**config.mk**
```make
export PLATFORM = sky130hd
export DESIGN_NAME = reactive_obstacle_navigation_fsm_top
export DESIGN_NICKNAME = d
export VERILOG_FILES = /design/src/hw/rtl/ron_pkg.sv /design/src/hw/rtl/ron_heading.sv /design/src/hw/rtl/ron_step.sv /design/src/hw/rtl/reactive_obstacle_navigation_fsm_top.sv
export VERILOG_INCLUDE_DIRS = /design/src /design/src/hw/rtl
export SDC_FILE = /design/constraint.sdc
export NUM_CORES = 1
export LEC_CHECK = 0
export BUFFER_PORTS_ARGS = -buffer_cell sky130_fd_sc_hd__buf_4
export CORE_ASPECT_RATIO = 1.75
export CORE_UTILIZATION = 57
export DETAILED_ROUTE_END_ITERATION = 12
export GPL_TIMING_DRIVEN = 1
export PLACE_DENSITY = 0.78
export SETUP_SLACK_MARGIN = 0.02
export SYNTH_ARGS = -nofsm -noshare
export SYNTH_HDL_FRONTEND = slang
export SYNTH_SLANG_ARGS = --single-unit
export TNS_END_PERCENT = 20
```
**constraint.sdc**
```tcl
create_clock -name i_clk -period 7.3 [get_ports i_clk]
set_input_delay 1.825 -clock i_clk [delete_from_list [all_inputs] [get_ports i_clk]]
set_output_delay 1.825 -clock i_clk [all_outputs]
set_load 0.05 [all_outputs]
```
**src/hw/rtl/assert_macros.svh**
```systemverilog
// ---------------------------------------------------------------------------
// Assertion macros
// Shared concurrent assertion forms, sampled on i_clk, off during reset.
// ---------------------------------------------------------------------------
`ifndef ASSERT_MACROS_SVH
`define ASSERT_MACROS_SVH

// same-cycle implication
`define ASSERT_IMPL(lbl, ante, cons) \
    lbl: assert property (@(posedge i_clk) disable iff (!i_rst_n) (ante) |-> (cons)) \
        else $error("assertion failed");

// next-cycle implication
`define ASSERT_NEXT(lbl, ante, cons) \
    lbl: assert property (@(posedge i_clk) disable iff (!i_rst_n) (ante) |=> (cons)) \
        else $error("assertion failed");

`endif

```
**src/hw/rtl/ron_pkg.sv**
```systemverilog
// ---------------------------------------------------------------------------
// ron_pkg
// Types, mode and drive codes, and angle constants for the navigation block.
// ---------------------------------------------------------------------------
package ron_pkg;

    localparam int unsigned YawW  = 16;
    localparam int unsigned TickW = 16;
    localparam int unsigned TolW  = 15;
    localparam int unsigned ModeW = 3;
    localparam int unsigned CmdW  = 3;

    localparam logic [YawW-1:0] FULL_TURN    = 16'd36000;
    localparam logic [YawW-1:0] HALF_TURN    = 16'd18000;
    localparam logic [YawW-1:0] QUARTER_TURN = 16'd9000;
    localparam logic [YawW-1:0] THREE_QUARTER_TURN = 16'd27000;

    // navigation modes
    localparam logic [ModeW-1:0] M_FORWARD  = 3'd0;
    localparam logic [ModeW-1:0] M_REVERSE  = 3'd1;
    localparam logic [ModeW-1:0] M_RIGHT180 = 3'd2;
    localparam logic [ModeW-1:0] M_LEFT180  = 3'd3;
    localparam logic [ModeW-1:0] M_RIGHT90  = 3'd4;
    localparam logic [ModeW-1:0] M_LEFT90   = 3'd5;
    localparam logic [ModeW-1:0] M_TRAPPED  = 3'd6;
    localparam logic [ModeW-1:0] M_PAUSE    = 3'd7;

    // drive commands
    localparam logic [CmdW-1:0] D_FORWARD = 3'd0;
    localparam logic [CmdW-1:0] D_REVERSE = 3'd1;
    localparam logic [CmdW-1:0] D_LEFT    = 3'd2;
    localparam logic [CmdW-1:0] D_RIGHT   = 3'd3;
    localparam logic [CmdW-1:0] D_STOP    = 3'd4;

    // configuration register indexes
    localparam logic [1:0] CFG_REVERSE_TICKS = 2'd0;
    localparam logic [1:0] CFG_PAUSE_TICKS   = 2'd1;
    localparam logic [1:0] CFG_HEADING_TOL   = 2'd2;
    localparam logic [1:0] CFG_HOME_HEADING  = 2'd3;

    localparam logic [TickW-1:0] RESET_REVERSE_TICKS = 16'd50;
    localparam logic [TickW-1:0] RESET_PAUSE_TICKS   = 16'd30;
    localparam logic [TolW-1:0]  RESET_HEADING_TOL   = 15'd300;
    localparam logic [YawW-1:0]  RESET_HOME_HEADING  = 16'd0;

    typedef struct packed {
        logic            kind;
        logic [YawW-1:0] yaw;
        logic            obs_front;
        logic            obs_right;
        logic            obs_left;
        logic            obs_back;
        logic            bump;
        logic            stuck;
    } t_item;

    typedef struct packed {
        logic [TickW-1:0] reverse_ticks;
        logic [TickW-1:0] pause_ticks;
        logic [TolW-1:0]  heading_tol;
        logic [YawW-1:0]  home_heading;
    } t_cfg;

    // heading candidates and turn status
    typedef struct packed {
        logic [YawW-1:0] goal_half;
        logic [YawW-1:0] goal_left90;
        logic [YawW-1:0] goal_right90;
        logic [YawW-1:0] goal_start;
        logic            turn_done;
    } t_hdg;

    typedef struct packed {
        logic [ModeW-1:0] mode;
        logic [ModeW-1:0] queued;
        logic [YawW-1:0]  goal;
        logic [TickW-1:0] rev_cnt;
        logic [TickW-1:0] pause_cnt;
    } t_nav;

endpackage

```
**src/hw/rtl/ron_heading.sv**
```systemverilog
// ---------------------------------------------------------------------------
// ron_heading
// Modulo-36000 heading arithmetic: new goal candidates and turn completion.
// ---------------------------------------------------------------------------
module ron_heading (
    input  ron_pkg::t_item item,
    input  ron_pkg::t_cfg  cfg,
    input  logic [ron_pkg::YawW-1:0] goal,
    output ron_pkg::t_hdg  hdg
);
    import ron_pkg::*;

    // one conditional subtract; valid for inputs below twice a full turn
    function automatic logic [YawW-1:0] wrap1(input logic [YawW:0] v);
        logic [YawW:0] d;
        d = v - {1'b0, FULL_TURN};
        return (v >= {1'b0, FULL_TURN}) ? d[YawW-1:0] : v[YawW-1:0];
    endfunction

    logic [YawW-1:0] yaw_m;
    logic [YawW-1:0] diff;
    logic [YawW-1:0] err;

    always_comb begin
        yaw_m            = wrap1({1'b0, item.yaw});
        hdg.goal_half    = wrap1({1'b0, yaw_m} + {1'b0, HALF_TURN});
        hdg.goal_left90  = wrap1({1'b0, yaw_m} + {1'b0, QUARTER_TURN});
        hdg.goal_right90 = wrap1({1'b0, yaw_m} + {1'b0, THREE_QUARTER_TURN});
        hdg.goal_start   = wrap1({1'b0, cfg.home_heading});

        // goal minus yaw, wrapped, then folded to the short way round
        diff = (goal >= yaw_m) ? (goal - yaw_m) : (goal + FULL_TURN - yaw_m);
        err  = (diff > HALF_TURN) ? (FULL_TURN - diff) : diff;
        hdg.turn_done = (err <= {1'b0, cfg.heading_tol});
    end

endmodule

```
**src/hw/rtl/ron_step.sv**
```systemverilog
// ---------------------------------------------------------------------------
// ron_step
// Mode transition logic: next navigation state and drive command per word.
// ---------------------------------------------------------------------------
module ron_step (
    input  ron_pkg::t_item item,
    input  ron_pkg::t_cfg  cfg,
    input  ron_pkg::t_hdg  hdg,
    input  ron_pkg::t_nav  cur,
    output ron_pkg::t_nav  nxt,
    output logic [ron_pkg::CmdW-1:0] cmd,
    output logic [ron_pkg::YawW-1:0] goal_out
);
    import ron_pkg::*;

    logic [TickW-1:0] rev_inc;
    logic [TickW-1:0] pause_inc;
    logic             go_pause;
    logic [ModeW-1:0] pause_next;

    always_comb begin
        nxt        = cur;
        cmd        = D_FORWARD;
        goal_out   = cur.goal;
        go_pause   = 1'b0;
        pause_next = M_FORWARD;
        rev_inc    = cur.rev_cnt + 1'b1;
        pause_inc  = cur.pause_cnt + 1'b1;

        if (item.kind) begin
            nxt.mode = M_FORWARD;
            nxt.goal = hdg.goal_start;
            goal_out = hdg.goal_start;
        end else begin
            case (cur.mode)
                M_FORWARD: begin
                    nxt.rev_cnt = '0;
                    cmd = D_FORWARD;
                    if (item.stuck || (item.obs_front && item.obs_left &&
                                       item.obs_right && item.obs_back)) begin
                        nxt.mode = M_TRAPPED;
                    end else if (item.bump || (item.obs_front && item.obs_left &&
                                               item.obs_right)) begin
                        go_pause   = 1'b1;
                        pause_next = M_REVERSE;
                    end else if (item.obs_front && item.obs_right) begin
                        nxt.goal   = hdg.goal_half;
                        go_pause   = 1'b1;
                        pause_next = M_LEFT180;
                    end else if (item.obs_front) begin
                        nxt.goal   = hdg.goal_half;
                        go_pause   = 1'b1;
                        pause_next = M_RIGHT180;
                    end
                end
                M_REVERSE: begin
                    cmd = D_REVERSE;
                    nxt.rev_cnt = rev_inc;
                    if (rev_inc > cfg.reverse_ticks) begin
                        nxt.rev_cnt = '0;
                        go_pause    = 1'b1;
                        if (!item.obs_left) begin
                            nxt.goal   = hdg.goal_left90;
                            pause_next = M_LEFT90;
                        end else if (!item.obs_right) begin
                            nxt.goal   = hdg.goal_right90;
                            pause_next = M_RIGHT90;
                        end else begin
                            nxt.goal   = hdg.goal_half;
                            pause_next = M_LEFT180;
                        end
                    end
                end
                M_PAUSE: begin
                    cmd = D_STOP;
                    nxt.pause_cnt = pause_inc;
                    if (pause_inc > cfg.pause_ticks) begin
                        nxt.mode = cur.queued;
                    end
                end
                M_TRAPPED: begin
                    cmd = D_STOP;
                    if (!item.obs_front || !item.obs_left || !item.obs_right ||
                        !item.obs_back) begin
                        nxt.mode = M_FORWARD;
                    end
                end
                default: begin
                    // the four turn modes
                    cmd = (cur.mode inside {M_LEFT90, M_LEFT180}) ? D_LEFT : D_RIGHT;
                    if (hdg.turn_done) begin
                        go_pause   = 1'b1;
                        pause_next = M_FORWARD;
                    end
                end
            endcase

            if (go_pause) begin
                nxt.mode      = M_PAUSE;
                nxt.queued    = pause_next;
                nxt.pause_cnt = '0;
            end
        end
    end

endmodule

```
**src/hw/rtl/reactive_obstacle_navigation_fsm_top.sv**
```systemverilog
// ---------------------------------------------------------------------------
// reactive_obstacle_navigation_fsm_top
// Obstacle-avoidance navigation controller with stream in and out.
// ---------------------------------------------------------------------------
// Each input word (a control tick or a restart) yields exactly one output
// word holding the drive command and the heading to hold. One word is taken
// per clock while the input is not stalled; the word is held in the input
// register, passes through the single-pass mode logic, and its result is
// presented from the result register. Backpressure on the output stalls
// the input once both stages are full. Configuration writes take effect
// from the next word and are meant to be made while the block is idle.
module reactive_obstacle_navigation_fsm_top (
    input  logic        i_clk,
    input  logic        i_rst_n,
    // slave stream
    input  logic        s_axis_tvalid,
    output logic        s_axis_tready,
    // [15:0] yaw, [16] obstacle_front, [17] obstacle_right, [18] obstacle_left,
    // [19] obstacle_back, [20] bump, [21] stuck, [23:22] zero
    input  logic [23:0] s_axis_tdata,
    // [0] kind
    input  logic [0:0]  s_axis_tuser,
    // master stream
    output logic        m_axis_tvalid,
    input  logic        m_axis_tready,
    // [2:0] drive_command, [18:3] target_yaw, [23:19] zero
    output logic [23:0] m_axis_tdata,
    // configuration write port
    input  logic        i_cfg_we,
    input  logic [1:0]  i_cfg_addr,
    input  logic [15:0] i_cfg_wdata
);
    import ron_pkg::*;
    `include "assert_macros.svh"

    t_cfg             r_cfg;
    t_item            r_in;
    logic             r_in_vld;
    t_nav             r_nav;
    logic             r_out_vld;
    logic [CmdW-1:0]  r_out_cmd;
    logic [YawW-1:0]  r_out_yaw;

    t_hdg             hdg;
    t_nav             n_nav;
    logic [CmdW-1:0]  n_cmd;
    logic [YawW-1:0]  n_goal_out;
    logic             s_acc;
    logic             adv;

    assign adv           = r_in_vld && (!r_out_vld || m_axis_tready);
    assign s_axis_tready = !r_in_vld || !r_out_vld || m_axis_tready;
    assign s_acc         = s_axis_tvalid && s_axis_tready;

    assign m_axis_tvalid = r_out_vld;
    assign m_axis_tdata  = {5'd0, r_out_yaw, r_out_cmd};

    ron_heading u_heading (
        .item (r_in),
        .cfg  (r_cfg),
        .goal (r_nav.goal),
        .hdg  (hdg)
    );

    ron_step u_step (
        .item     (r_in),
        .cfg      (r_cfg),
        .hdg      (hdg),
        .cur      (r_nav),
        .nxt      (n_nav),
        .cmd      (n_cmd),
        .goal_out (n_goal_out)
    );

    always_ff @(posedge i_clk) begin
        if (!i_rst_n) begin
            r_cfg.reverse_ticks <= RESET_REVERSE_TICKS;
            r_cfg.pause_ticks   <= RESET_PAUSE_TICKS;
            r_cfg.heading_tol   <= RESET_HEADING_TOL;
            r_cfg.home_heading  <= RESET_HOME_HEADING;
        end else if (i_cfg_we) begin
            case (i_cfg_addr)
                CFG_REVERSE_TICKS: r_cfg.reverse_ticks <= i_cfg_wdata;
                CFG_PAUSE_TICKS:   r_cfg.pause_ticks   <= i_cfg_wdata;
                CFG_HEADING_TOL:   r_cfg.heading_tol   <= i_cfg_wdata[TolW-1:0];
                CFG_HOME_HEADING:  r_cfg.home_heading  <= i_cfg_wdata;
                default: ;
            endcase
        end
    end

    // input register
    always_ff @(posedge i_clk) begin
        if (!i_rst_n) begin
            r_in_vld <= 1'b0;
        end else if (s_acc) begin
            r_in_vld <= 1'b1;
        end else if (adv) begin
            r_in_vld <= 1'b0;
        end
    end

    always_ff @(posedge i_clk) begin
        if (s_acc) begin
            r_in.kind      <= s_axis_tuser[0];
            r_in.yaw       <= s_axis_tdata[15:0];
            r_in.obs_front <= s_axis_tdata[16];
            r_in.obs_right <= s_axis_tdata[17];
            r_in.obs_left  <= s_axis_tdata[18];
            r_in.obs_back  <= s_axis_tdata[19];
            r_in.bump      <= s_axis_tdata[20];
            r_in.stuck     <= s_axis_tdata[21];
        end
    end

    // navigation state, advanced once per word
    always_ff @(posedge i_clk) begin
        if (!i_rst_n) begin
            r_nav.mode      <= M_FORWARD;
            r_nav.queued    <= M_FORWARD;
            r_nav.goal      <= RESET_HOME_HEADING;
            r_nav.rev_cnt   <= '0;
            r_nav.pause_cnt <= '0;
        end else if (adv) begin
            r_nav <= n_nav;
        end
    end

    // result register
    always_ff @(posedge i_clk) begin
        if (!i_rst_n) begin
            r_out_vld <= 1'b0;
        end else if (adv) begin
            r_out_vld <= 1'b1;
        end else if (m_axis_tready) begin
            r_out_vld <= 1'b0;
        end
    end

    always_ff @(posedge i_clk) begin
        if (adv) begin
            r_out_cmd <= n_cmd;
            r_out_yaw <= n_goal_out;
        end
    end

    `ASSERT_IMPL(a_stall_full, !s_axis_tready, r_in_vld && r_out_vld)
    `ASSERT_IMPL(a_goal_range, 1'b1, r_nav.goal < FULL_TURN)
    `ASSERT_NEXT(a_restart_fwd, adv && r_in.kind,
                 r_nav.mode == M_FORWARD && r_out_cmd == D_FORWARD && r_out_vld)
    `ASSERT_NEXT(a_pause_clear, adv && n_nav.mode == M_PAUSE && r_nav.mode != M_PAUSE,
                 r_nav.pause_cnt == '0)

endmodule
```
==> results of run 1 <==
[synthesized netlist by cell type, types with 7 or more instances]
master	instances
a211o_1	11
a211oi_1	18
a21o_1	20
a21oi_1	158
a22o_1	9
a22oi_1	9
a31oi_1	23
and2_1	14
and3_1	22
buf_2	16
buf_4	9
clkbuf_1	59
dfxtp_1	119
edfxtp_1	42
fa_1	7
ha_1	91
inv_1	112
mux2_2	8
mux2i_1	20
nand2_1	249
nand2b_1	14
nand3_1	68
nand3b_1	16
nand4_1	27
nor2_1	115
nor2b_1	18
nor3_1	35
nor4_1	12
o2111ai_1	11
o211ai_1	25
o21a_1	17
o21ai_0	109
o21ai_1	10
o22ai_1	9
o31ai_1	9
or2_2	11
or3_1	10
xnor2_1	76
xor2_1	43
[cell families (layout without fill, tap and decap cells)]
group	after synthesis	count (layout)	synth area share (%)
AND/OR/NAND/NOR	640	640	22.33
XOR/XNOR	120	120	7.737
AO/OA/AOI/OAI	524	524	25.37
other	1	6	0.02741
buffers and inverters	207	390	6.182
flip-flops	161	161	26.63
adder cells (fa/ha/maj)	100	100	9.493
multiplexers	29	29	2.222
[metrics by stage]
step / setup TNS (ns) / std cells / util (%) / area [sq um] / total power [mW]
finish: 0 / 2274 / 70.49 / 16510 / 3.440
floorplan: 0 / 1786 / - / 13770 / 1.905
detailed placement: -9.880 / 2222 / 65.74 / 15400 / 2.381
global route: -4.005 / 2273 / 70.48 / 16510 / 3.603
CTS: 0 / 2261 / 69.07 / 16180 / 3.345
global placement: -8.649 / 2222 / 65.74 / 15400 / 2.352
[layout make-up]
type | instances | area, sq um | share of cell area, %
antenna | 1 | 2.502 | 0.01515
tap | 304 | 380.4 | 2.304
inverter | 117 | 441.7 | 2.675
sequential | 161 | 3643 | 22.07
multi-input combinational | 1418 | 9593 | 58.10
timing repair buffer | 241 | 1859 | 11.26
clock buffer | 20 | 456.7 | 2.766
clock inverter | 12 | 135.1 | 0.8184
[worst reg2reg max path, delay by kind of cell, from the launching register on]
family	cells	cell delay [ns]
AO/OA/AOI/OAI	17	3.22
flip-flops	1	0.42
XOR/XNOR	1	0.14
adder cells (fa/ha/maj)	3	0.77
AND/OR/NAND/NOR	7	0.95
multiplexers	2	0.60
buffers and inverters	8	1.02
[per-layer routing]
metal,wire length [um],vias to the layer above,part of all wire [%]
met3,2766,268,5.8
li1,-,6755,-
met1,15640,6865,33
met4,4748,0,10
met5,0,-,0
met2,24560,663,51
[state kept, by name (all words and copies together) (netlist names)]
signal         cells
m_axis_tvalid      1
r_out_cmd          3
r_in_vld           1
r_in              23
r_out_yaw         16
r_nav             54
r_cfg             63
[repair_timing]
action	4_1_cts	5_1_grt
cloned	0	0
endpoints found under the setup margin	22	22
resized for setup	25	50
buffers inserted	8	12
hold endpoints to repair	0	0
pin swaps	21	44
[power breakdown]
group          internal [mW]  total (mW)  switching (mW)
clock                  0.502       0.930           0.427
sequential             0.949       0.977          0.0275
combinational          0.659        1.53           0.875
[worst paths after layout]
path / end / slack, ns / cells after the start / start
worst max-delay path: r_nav[0] / 0.06 / 38 / r_in[12]
worst min-delay path: r_cfg[26] / 0.46 / 2 / r_cfg[26]
worst max register to register: r_nav[0] / 0.06 / 38 / r_in[12]
worst min register to register: r_cfg[26] / 0.46 / 2 / r_cfg[26]
==> results.toml, run 1 <==
[status]
outcome = "finished clean"

[placed_design]
place_congestion = 1.041
place_hpwl_um = 36490
pre_cts_ws_ns = -0.5497
portBuffers = 66

[global_routing]
grt_pass1_wl_um = 73680
met3_usage_pct = 6.566
grt_overflow_total = 0
grt_pass1_vias = 14260
met2_usage_pct = 72.03
grt_antenna_before_repair = 1
grt_use_met1_pct = 35.96
busiest_layer = "met2"
grtUsageTotal_pct = 39.10
grt_max_degree = 63

[yosys]
synth-seq-cells = 161
yosys.area.top_type = "dfxtp_1"
ys_top_cells_by_area = "dfxtp_1 17%, edfxtp_1 9.2%, ha_1 8.3%"
synth-async-reset-ratio_pct = 0
syn_area_per_cell_sq_um = 7.677
syn-cell-area_sq_um = 13680
synth_edf_count = 42
ys_seq_area_share_pct = 26.63
ys_types = 103
postSynthCellCount = 1782
synth_ff_type = "dfxtp_1"
synth_top_cell_area_share_pct = 17.41
ys_warn_count = 0

[cts]
clk_pin_slew_worst_paths_ns = 0.07
cts.path.max_buffers = 2
cts_tree = "yes"
cts-hold-fix-buffers = 0
clock_latency_ns = 0.47
htreeDepth = 4
clockRootBuffer = "clkbuf_16"
numCtsBuffers = 17
clkSinkCount = 161

[layout]
layout_common_cells = "247 x nand2_1, 230 x buf_4, 150 x a21oi_1"
final_common_cell = "nand2_1"
drive_gt1_share_pct = 19.15
area_growth_pct = 20.70
fill_cells = 1916
nNetsFinal = 2102

[route]
firstDrtPassIters = 5
vias_per_cell = 6.399
drcViolationCount = 0
first_iter_violations = 1044
ant_nets = 0
wl_um = 47720
routed-via-count = 14550
wl_per_cell_um = 20.98

[floorplanning]
die_h_um = 206.9
initial_core_util_pct = 58.40
core_area_sq_um = 23430
num_rows = 74
ios = 74
die_x_um = 119.1
dieArea_sq_um = 24650

[timing]
worst_slack_ns = 0.05682
max_freq_mhz = 138.1
hold_viol_final = 0
setup_viol = 0
period_share_pct = 99.22
period_needed_ns = 7.243
fin_hold_ws_ns = 0.4572
fin_skew_ns = 0.009314
maxSlewHeadroom_pct = 24.83
rsz0062_at_grt = "true"
worstMarginPinSlew_ns = 1.126
final_max_slew_viol_count = 0

[setup_path]
crit_buf_inv = 8
crit_family = "compound AO/OA/AOI/OAI gates"
required_ns = 7.66
critPathArrivalTime_ns = 7.60
crit_top_cell = "o21a_1"
timing.critical_path.slowest_stage_cell = "edfxtp_1"
crit_path_max_fanout = 8
critPathCaptureType = "register"
cp-start-kind = "register"
critPathMaxStageDelay_ns = 0.42
crit_type = "reg -> reg"

[power_and_ir_drop]
ir_worst_vdd_mv = 0.2421
p_per_area_nw_per_um2 = 208.4
p_leak_nw = 6.792

[hold_path]
hp-class = "reg -> reg"

[run]
cap_violations = 0
Note: power is estimated with default switching activity, not from simulation.
==> run 2, diff against run 1 <==
- PLACE_DENSITY: 0.78 -> 0.85
==> run 2 against run 1 <==
Utilization is 0.79 points lower. First-iteration DRC count fell by 1.4%. Highest routed layer unchanged. Count of clock-buffer cells in the layout decreased by 2. The run now ends with setup timing left. Clock skew rose by 0.0028 ns. Sequential share of layout area rose by 0.25 points. Largest power group unchanged. Critical path type unchanged. Combinational power about the same. Register-to-register slack worse by 0.13 ns.
==> results.toml, run 2 (same netlist as run 1, synthesis figures left out) <==
[placed_design]
pre_cts_ws_ns = -0.4994
place_hpwl_um = 35860
place_congestion = 1.059
portBuffers = 66

[setup_path]
crit_type = "reg -> reg"
critPathArrivalTime_ns = 7.71
critPathCaptureType = "register"
timing.critical_path.slowest_stage_cell = "or4_1"
crit_top_cell = "buf_4"
crit_path_max_fanout = 13
critPathMaxStageDelay_ns = 0.54
crit_path_end = "r_nav[2]"
crit_start = "r_in[11]"
reg2reg_depth = 33
cp-start-kind = "register"
timing.rr.end = "r_nav[2]"
reg2reg_slack_ns = -0.08
required_ns = 7.63
r2r-start = "r_in[11]"

[power_and_ir_drop]
ir_worst_vdd_mv = 0.2829
swShare_pct = 39.15
clkPwrFrac_pct = 26.6
intPower_mw = 2.062
p_leak_nw = 6.644
combPwrFrac_pct = 44.5
switchingPower_mw = 1.326
p_per_area_nw_per_um2 = 207.5
seq_power_share_pct = 28.9

[cts]
clk_pin_slew_worst_paths_ns = 0.07
clockRootBuffer = "clkbuf_16"
numCtsBuffers = 17
cts_tree = "yes"
htreeDepth = 4
clkSinkCount = 161
clock_latency_ns = 0.46
cts.path.max_buffers = 2
cts-hold-fix-buffers = 0

[route]
drcViolationCount = 0
ant_nets = 0
routed-via-count = 14540
wl_um = 47960
first_iter_violations = 1029
wl_per_cell_um = 21.37
vias_per_cell = 6.480
firstDrtPassIters = 6

[timing]
rsz0062_at_grt = "true"
period_share_pct = 101.1
fin_skew_ns = 0.01208
hold_viol_final = 0
period_needed_ns = 7.377
fin_hold_ws_ns = 0.4600
max_freq_mhz = 135.5
worst_slack_ns = -0.07747
setup_viol = 3
maxSlewHeadroom_pct = 24.94
final_max_slew_viol_count = 0
worstMarginPinSlew_ns = 1.117

[run]
cap_violations = 0

[layout]
nNetsFinal = 2072
area_growth_pct = 19.35
largest_reg_flops = 63
layout_common_cells = "248 x nand2_1, 203 x buf_4, 151 x a21oi_1"
drive_gt1_share_pct = 18.21
final_common_cell = "nand2_1"
regMostFlops = "r_cfg"
reg_top3 = "r_cfg: 63 flops, r_nav: 54 flops, r_in: 23 flops"

[floorplanning]
num_rows = 74
core_area_sq_um = 23430
die_x_um = 119.1
die_h_um = 206.9
initial_core_util_pct = 58.40
ios = 74
dieArea_sq_um = 24650

[global_routing]
grt_max_degree = 62
grt_antenna_before_repair = 0
grt_pass1_wl_um = 72040
grt_pass1_vias = 13990
grt_overflow_total = 0
grtUsageTotal_pct = 38.19

[hold_path]
hp-class = "reg -> reg"

[status]
outcome = "finished, violations left"
violations = "setup timing"
run 2: cell types whose count changed in the layout (fill, tap and decap cells not counted), moves of 3 or more:
cell / before / now
buf_4: 230 / 203
a21boi_1: 2 / 5
buf_6: 10 / 7
clkinv_2: 0 / 3
inv_2: 5 / 8
run 2: worst min-delay path by stage:
| stage | slack, ns | start | cells after the start | to |
|---|---|---|---|---|
| after floorplan | 0.43 | r_nav[50] | 2 | r_nav[50] |
| after global placement | 0.44 | r_cfg[44] | 2 | r_cfg[44] |
| after detailed placement | 0.45 | r_cfg[2] | 2 | r_cfg[2] |
| after CTS | 0.46 | r_cfg[37] | 2 | r_cfg[37] |
| after global routing | 0.48 | r_cfg[25] | 2 | r_cfg[25] |
| final | 0.46 | r_cfg[2] | 2 | r_cfg[2] |
run 2: worst max-delay path: cells and delay by family, from the launching register on:
kind / cells / cell delay [ns]
buffers and inverters: 9 / 1.34
XOR/XNOR: 2 / 0.34
AO/OA/AOI/OAI: 11 / 2.05
AND/OR/NAND/NOR: 9 / 2.42
flip-flops: 1 / 0.48
adder cells (fa/ha/maj): 2 / 0.61
run 2: through the flow:
step / total power [mW] / util, % / std cells / TNS (ns) / instance area [sq um]
floorplan: 1.905 / - / 1786 / 0 / 13770
global placement: 2.311 / 64.65 / 2188 / -4.950 / 15140
detailed placement: 2.350 / 64.65 / 2188 / -8.504 / 15140
CTS: 3.292 / 67.99 / 2231 / -0.09938 / 15930
global route: 3.536 / 69.69 / 2243 / -5.543 / 16330
finish: 3.388 / 69.70 / 2244 / -0.1229 / 16330
run 2: area by class of cell:
class / instances / area [sq um]
Sequential cell: 161 / 3643
Tap cell: 304 / 380.4
Multi-Input combinational cell: 1418 / 9662
Clock inverter: 14 / 148.9
Fill cell: 1851 / 7097
Inverter: 117 / 439.2
Clock buffer: 18 / 429.2
Antenna cell: 1 / 2.502
Timing Repair Buffer: 211 / 1623
run 2: power by group through the flow:
stage / combinational (mW) / sequential, mW / clock, mW
floorplan: 0.901 / 1.00 / 0
global placement: 1.32 / 0.994 / 0
detailed placement: 1.35 / 0.996 / 0
CTS: 1.42 / 0.976 / 0.901
global route: 1.62 / 0.980 / 0.935
finish: 1.51 / 0.978 / 0.902
run 2: what timing repair did:
item                       CTS  global route
pin swaps                   24            30
gates cloned                 0             0
resized for setup           24            59
setup endpoints to repair   22            22
buffers inserted            12            13
run 2: metal layers:
metal	up-vias	wire (um)	track usage, %
li1	6689	-	-
met1	6759	15730	35.94
met2	792	24170	69.56
met3	301	3012	5.577
met4	0	5044	38.02
met5	-	0	0
